`config.mk`:
```
export PLATFORM = sky130hd
export DESIGN_NAME = lcm_ctrl
export DESIGN_NICKNAME = d
export VERILOG_FILES = /design/src/rtl/lcm_pkg.sv /design/src/rtl/lcm_ctrl.sv
export SDC_FILE = /design/constraint.sdc
export NUM_CORES = 1
export LEC_CHECK = 0
export BUFFER_PORTS_ARGS = -buffer_cell sky130_fd_sc_hd__buf_4
export CAP_MARGIN = 15
export CORE_MARGIN = 1
export CORE_UTILIZATION = 39
export CTS_CLUSTER_SIZE = 10
export DETAILED_ROUTE_END_ITERATION = 12
export PLACE_DENSITY = 0.74
export SETUP_SLACK_MARGIN = 0.1
export SLEW_MARGIN = 10
export SYNTH_ARGS = -nofsm -noshare
export SYNTH_HDL_FRONTEND = slang
export SYNTH_SLANG_ARGS = --single-unit
export TNS_END_PERCENT = 10
```
`constraint.sdc`:
```
create_clock -name i_clk -period 1.5 [get_ports i_clk]
set_input_delay 0.3 -clock i_clk [delete_from_list [all_inputs] [get_ports i_clk]]
set_output_delay 0.3 -clock i_clk [all_outputs]
set_load 0.03 [all_outputs]
```
`src/rtl/lcm_pkg.sv`:
```
`timescale 1ns / 1ps
`default_nettype none
// ----------------------------------------------------------------------------
// lcm_pkg
// Shared types, codes and constants of the lidar costmap inflation unit.
// ----------------------------------------------------------------------------
package lcm_pkg;

    // Default grid edge length in cells
    localparam int GRID_EDGE_DEF = 100;

    localparam int CORDIC_STEPS = 14;
    localparam int CORDIC_START = 19899;
    localparam int COST_W       = 7;
    localparam int KBITS        = 7;
    localparam logic [COST_W-1:0] HIT_COST  = 7'd100;
    localparam logic [COST_W-1:0] COST_CLIP = 7'd100;

    // Configuration register indexes
    typedef enum logic [2:0] {
        REG_ANGLE_START = 3'd0,
        REG_ANGLE_STEP  = 3'd1,
        REG_MAX_RANGE   = 3'd2,
        REG_CENTER_OFFS = 3'd3,
        REG_CELLS_PER_M = 3'd4,
        REG_INFL_RADIUS = 3'd5,
        REG_MAX_COST    = 3'd6
    } t_reg_idx;

    // Item commands
    typedef enum logic {
        CMD_RETURN = 1'b0,
        CMD_READ   = 1'b1
    } t_command;

    // Result status codes
    typedef enum logic [1:0] {
        ST_HIT     = 2'd0,
        ST_RANGE   = 2'd1,
        ST_OUTSIDE = 2'd2,
        ST_READ    = 2'd3
    } t_status;

    typedef struct packed {
        logic        command;
        logic [15:0] range_q8;
        logic [11:0] beam_index;
        logic [7:0]  read_col;
        logic [7:0]  read_row;
    } t_in_item;

    typedef struct packed {
        logic [1:0]        status;
        logic [7:0]        hit_col;
        logic [7:0]        hit_row;
        logic [COST_W-1:0] cell_cost;
    } t_out_item;

    // Controller to datapath
    typedef struct packed {
        logic    clr_wr;
        logic    load;
        logic    ang_en;
        logic    cordic_init;
        logic    cordic_step;
        logic    mul_a;
        logic    mul_b;
        logic    mul_c;
        logic    hit_wr;
        logic    scan_start;
        logic    scan_step;
        logic    rd_issue;
        logic    rd_capture;
        logic    out_load;
        t_status out_status;
    } t_cmd;

    // Datapath to controller
    typedef struct packed {
        logic clr_last;
        logic is_read;
        logic beyond;
        logic cordic_last;
        logic in_grid;
        logic scan_last;
        logic pipe_busy;
    } t_sts;

    // atan(2^-i) in binary angle units
    function automatic logic [13:0] step_angle(input logic [3:0] idx);
        logic [13:0] a;
        unique case (idx)
            4'd0:    a = 14'd8192;
            4'd1:    a = 14'd4836;
            4'd2:    a = 14'd2555;
            4'd3:    a = 14'd1297;
            4'd4:    a = 14'd651;
            4'd5:    a = 14'd326;
            4'd6:    a = 14'd163;
            4'd7:    a = 14'd81;
            4'd8:    a = 14'd41;
            4'd9:    a = 14'd20;
            4'd10:   a = 14'd10;
            4'd11:   a = 14'd5;
            4'd12:   a = 14'd3;
            4'd13:   a = 14'd1;
            default: a = 14'd0;
        endcase
        return a;
    endfunction

endpackage
`default_nettype wire

```
`src/rtl/lcm_ctrl.sv`:
```
`timescale 1ns / 1ps
`default_nettype none
// ----------------------------------------------------------------------------
// lcm_ctrl
// Controller: sequences clearing, mapping, inflation, reads and results.
// ----------------------------------------------------------------------------
module lcm_ctrl
    import lcm_pkg::*;
(
    input  wire logic i_clk,
    input  wire logic i_rst_n,
    input  wire logic i_in_valid,
    output logic      o_in_ready,
    output logic      o_out_valid,
    input  wire logic i_out_ready,
    input  wire t_sts i_sts,
    output t_cmd      o_cmd
);

    typedef enum logic [3:0] {
        S_CLEAR, S_IDLE, S_DECODE, S_READ, S_READ_WAIT, S_FOLD, S_CORDIC,
        S_MUL1, S_MUL2, S_MUL3, S_HIT, S_SCAN, S_DRAIN, S_DONE
    } t_state;

    t_state  r_state, n_state;
    t_status r_code, n_code;
    logic    r_out_valid, n_out_valid;

    // Next state and commands
    always_comb begin
        n_state    = r_state;
        n_code     = r_code;
        o_cmd      = '0;
        o_cmd.out_status = r_code;
        o_in_ready = 1'b0;
        unique case (r_state)
            S_CLEAR: begin
                o_cmd.clr_wr = 1'b1;
                if (i_sts.clr_last) n_state = S_IDLE;
            end
            S_IDLE: begin
                o_in_ready = 1'b1;
                if (i_in_valid) begin
                    o_cmd.load = 1'b1;
                    n_state    = S_DECODE;
                end
            end
            S_DECODE: begin
                o_cmd.ang_en = 1'b1;
                priority if (i_sts.is_read) begin
                    n_state = S_READ;
                end else if (i_sts.beyond) begin
                    n_code  = ST_RANGE;
                    n_state = S_DONE;
                end else begin
                    n_state = S_FOLD;
                end
            end
            S_READ: begin
                o_cmd.rd_issue = 1'b1;
                n_state        = S_READ_WAIT;
            end
            S_READ_WAIT: begin
                o_cmd.rd_capture = 1'b1;
                n_code           = ST_READ;
                n_state          = S_DONE;
            end
            S_FOLD: begin
                o_cmd.cordic_init = 1'b1;
                n_state           = S_CORDIC;
            end
            S_CORDIC: begin
                o_cmd.cordic_step = 1'b1;
                if (i_sts.cordic_last) n_state = S_MUL1;
            end
            S_MUL1: begin
                o_cmd.mul_a = 1'b1;
                n_state     = S_MUL2;
            end
            S_MUL2: begin
                o_cmd.mul_b = 1'b1;
                n_state     = S_MUL3;
            end
            S_MUL3: begin
                o_cmd.mul_c = 1'b1;
                n_state     = S_HIT;
            end
            S_HIT: begin
                if (i_sts.in_grid) begin
                    o_cmd.hit_wr     = 1'b1;
                    o_cmd.scan_start = 1'b1;
                    n_code           = ST_HIT;
                    n_state          = S_SCAN;
                end else begin
                    n_code  = ST_OUTSIDE;
                    n_state = S_DONE;
                end
            end
            S_SCAN: begin
                o_cmd.scan_step = 1'b1;
                if (i_sts.scan_last) n_state = S_DRAIN;
            end
            S_DRAIN: begin
                if (!i_sts.pipe_busy) n_state = S_DONE;
            end
            S_DONE: begin
                if (!r_out_valid || i_out_ready) begin
                    o_cmd.out_load = 1'b1;
                    n_state        = S_IDLE;
                end
            end
            default: n_state = S_IDLE;
        endcase
    end

    // Hold the result valid until its transfer
    always_comb begin
        n_out_valid = r_out_valid;
        priority if (o_cmd.out_load) begin
            n_out_valid = 1'b1;
        end else if (i_out_ready) begin
            n_out_valid = 1'b0;
        end
    end

    always_ff @(posedge i_clk) begin
        if (!i_rst_n) begin
            r_state     <= S_CLEAR;
            r_code      <= ST_HIT;
            r_out_valid <= 1'b0;
        end else begin
            r_state     <= n_state;
            r_code      <= n_code;
            r_out_valid <= n_out_valid;
        end
    end

    assign o_out_valid = r_out_valid;

    // A result appears only from the final state
    a_result_src: assert property (@(posedge i_clk) disable iff (!i_rst_n)
        $rose(r_out_valid) |-> $past(r_state == S_DONE))
        else $error("result raised outside final state");

    // No inflation work outstanding while waiting for an item
    a_idle_quiet: assert property (@(posedge i_clk) disable iff (!i_rst_n)
        (r_state == S_IDLE) |-> !i_sts.pipe_busy)
        else $error("pipeline busy in idle");

    // A miss reports outside-grid status
    a_miss_code: assert property (@(posedge i_clk) disable iff (!i_rst_n)
        (r_state == S_HIT && !i_sts.in_grid) |=> (r_code == ST_OUTSIDE))
        else $error("miss status lost");

endmodule
`default_nettype wire

```
# --- After elaboration in Yosys (flattened, before gate mapping) ---
# Cells that the tools add are included.
# W data, S select, Z words.
classes:
  n_eq_ne: 21
  n_mux: 33
  reduce_logical: 7
ops:
  columns: ["operator", "count"]
  rows:
  - ["$pmux W4 S14", 1]
  - ["$mux W4", 8]
  - ["$eq A4 B4 Y1 const B", 6]
  - ["$mux W1", 17]
  - ["$eq A4 B3 Y1 const B", 4]
  - ["$ne A2 B2 Y1 const B", 8]
  - ["$mux W2", 5]
  - ["$eq A4 B2 Y1 const B", 2]
  - ["$pmux W2 S3", 1]
  - ["$reduce_and A6 Y1", 1]
  - ["$eq A4 B1 Y1 const B", 1]
  - ["$logic_not A4 Y1", 1]
  - ["$mux W3", 1]
  - ["$reduce_and A3 Y1", 1]
  - ["$reduce_bool A3 Y1", 1]
  - ["$reduce_bool A2 Y1", 1]
  - ["$logic_not A1 Y1", 1]
  - ["$logic_or A1 B1 Y1", 1]
totals:
  regBits: 7
  input_bits: 11
  elab_cells: 64

# --- Depth between registers and ports, before layout ---
logic_depth:
  word_depth: 5
  depth_mapped: 6

# --- Worst setup path after synthesis ---
# Ideal clock, no wire load.
synth_timing:
  kind: "register -> output"
  start: "register r_state[0]"
  end: "output o_cmd[14] in the netlist's numbering"
  t_arrival_ns: 1.707
  setup_slack_ns: -0.507
  path_stages_with_launch: 6
  n_path_buf: 2
  path_cell_list: "dfxtp_1 > buf_6 > clkbuf_1 > nand2b_1 > nor2_1 > and2_1"
synth_rtl:
  columns: ["item", "line_no", "text"]
  rows:
  - ["start: declaration", "lcm_ctrl.sv:25", "t_state r_state, n_state;"]
  - ["start signal: assignment", "lcm_ctrl.sv:132", "r_state <= n_state;"]
  - ["end: declaration", "lcm_ctrl.sv:17", "output t_cmd o_cmd"]

==> metrics.yaml <==
timing.hold.ws_ns: 0.293
grt_overflow: 0
dp_hpwl_microns: 1320
end_kind: "primary output"
cpMostUsedCell: "buf_6"
clk_latency_ns: 0.26
placed_cell_area_sq_um: 923
grt_pass1_vias: 616
nNetsFinal: 138
ys_seq_area_frac: 0.236
cp-start-kind: "register"
die_x_microns: 41.0
violations: "setup timing"
max-clock-path-buffers: 2
fin_crit_ns: 1.68
seqPwrFrac: 0.194
final.setup_skew_ns: 0.00949
viasPerCell: 5.50
drtAntennaViolNets: 0
p_int_mw: 0.799
worstPathArrival_ns: 1.38
p_sw_mw: 0.613
cts_hold_buf: 0
drive_above_1_share: 0.595
synth_enable_flop_cells: 0
finalSetupViolations: 18
cts_root_buf: "clkbuf_4"
syn_to_final_growth_pct: 82.7
track_usage: 0.242
start_util: 0.439
ys_top_cells_by_count: "nor2_1, dfxtp_1, a21oi_1, nor3_1"
synth_top_area_cell: "dfxtp_1"
slew_violations: 0
synth.area.top_cells: "dfxtp_1, nor2_1, nor2b_1"
place_congestion: 0.889
wl_microns: 1970
ys_ff_latch: 7
clock-sinks: 7
post-place-ws_ns: -0.113
dieArea_sq_um: 1680
grt_first_pass_wirelength_microns: 2620
comb_power_share: 0.679
rows: 13
num_antenna_cells: 0
switching_share: 0.434
synthesis.area_sq_um: 593
worst_path_largest_cell_delay_ns: 0.36
grt_start_max_net_pins: 9
io_buffer_count: 28
syn-num-nets: 94
synth.distinct_cells: 34
hold_violations: 0
wl_per_cell_microns: 14.0
drv_cap: 0
worstPathCellList: "buf_6 -> or2b_1 -> buf_6 -> nor2_1 -> buf_4"
yosys.cell_count.top_type: "nor2_1"
finalInstanceArea_sq_um: 1080
antenna_found_initial: 0
vias: 776
htreeDepth: 1
async_reset_ff_frac: 0
p_clk_frac: 0.127
fmax_mhz: 595
worst_pin_slew_ns: 0.371
path_clk_slew_ns: 0.06
core_sq_um: 1350
status: "complete, but fails checks"
cts_tree: "built"
ir_worst_vdd_mv: 0.881
hp-class: "input port to register"
cp_max_fo: 4
layout_setup_ws_ns: -0.180
synth_top_area_frac: 0.236
cellLeakagePower_nw: 0.497
n_fill_cell: 76
crit_required_ns: 1.20
postSynthCellCount: 83
drtIter0Drc: 32
crit_type: "register to primary output"
syn_area_per_cell_sq_um: 7.15
finalCritPeriodShare: 1.12
ios: 29
first_pass_iters: 4
cts_inserted_buffers: 3
yosysWarningCount: 0
reg2reg_slack_ns: -0.16
pwr_density_cell_nw_per_um2: 1300
synth_ff_type: "dfxtp_1"
rsz0062_at_grt: "true"
route.detailed.drc: 0
slew_headroom: 0.750
die_y_microns: 41.0
critical_path.slowest_cell: "dfxtp_4"
[worst max-delay path, delay by kind of cell, from the launching register on]
kind          cells  cell delay, ns
buf+inv           3            0.42
flops             1            0.36
simple gates      2            0.33
[power groups by stage]
stage / Combinational [mW] / Clock, mW / Sequential, mW
after floorplan: 0.501 / 0 / 0.266
after global placement: 0.785 / 0 / 0.259
after detailed placement: 0.796 / 0 / 0.261
after CTS: 0.867 / 0.189 / 0.268
after global routing: 1.02 / 0.207 / 0.279
final: 0.959 / 0.179 / 0.274
[registers in the layout, indices dropped and copies added (netlist names)]
register	flops
o_out_valid	1
r_state	4
r_code	2
[area by class of cell]
class | count | area, sq um | share of cell area
Clock buffer | 3 | 22.5 | 0.0208
Clock inverter | 1 | 5.00 | 0.00462
Inverter | 2 | 7.51 | 0.00693
Multi-Input combinational cell | 66 | 489 | 0.452
Sequential cell | 7 | 150 | 0.139
Tap cell | 15 | 18.8 | 0.0173
Timing Repair Buffer | 47 | 390 | 0.360
[routing by layer]
| layer | track usage | share of wire |
|---|---|---|
| met1 | 0.289 | 0.40 |
| met2 | 0.422 | 0.51 |
| met3 | 0.0380 | 0.078 |
| met4 | 0.100 | 0.011 |
| met5 | 0 | 0 |
[cell families after synthesis]
group / share of synthesized area
flops: 0.236
buf+inv: 0.0949
simple gates: 0.435
compound gates: 0.192
mux: 0.0422
[metrics by stage]
stage | TNS, ns | util | power [mW] | instances
after floorplan | -0.516 | - | 0.767 | 83
after global placement | -0.160 | 0.684 | 1.04 | 134
after detailed placement | -0.249 | 0.684 | 1.06 | 134
after CTS | -1.69 | 0.758 | 1.32 | 139
after global routing | -3.05 | 0.803 | 1.51 | 141
final | -1.82 | 0.803 | 1.41 | 141
[placed cells by master, fill, tap and decap left out, types with 2 or more instances in the layout]
cell type,Yosys,final
nor3_4,0,2
inv_1,2,2
nand2_1,5,5
nor2_1,15,12
nand2b_1,4,2
or2_4,0,2
clkbuf_4,0,3
nor4b_1,2,2
nand2b_4,0,2
nor2b_1,5,5
a21oi_1,6,5
buf_6,1,10
o21ai_0,4,4
dfxtp_2,0,2
nor2_4,0,2
dfxtp_4,0,2
nor3_2,0,3
buf_4,2,37
dfxtp_1,7,3
[what timing repair did]
action / 4_1_cts / 5_1_grt
setup buffers: 1 / 2
cloned: 0 / 0
pin swaps: 2 / 1
gates resized for setup: 20 / 13
endpoints found under the setup margin: 20 / 20
[path summary, 6_finish.rpt]
kind	startpoint	to	cells past startpoint
worst max-delay path	r_state[3]	o_cmd[11]	5
worst min-delay path	i_rst_n	r_code[1]	2
worst max register to register	r_state[3]	r_code[1]	8
worst min register to register	r_code[0]	r_code[0]	1
(Power assumes the default switching activity.)
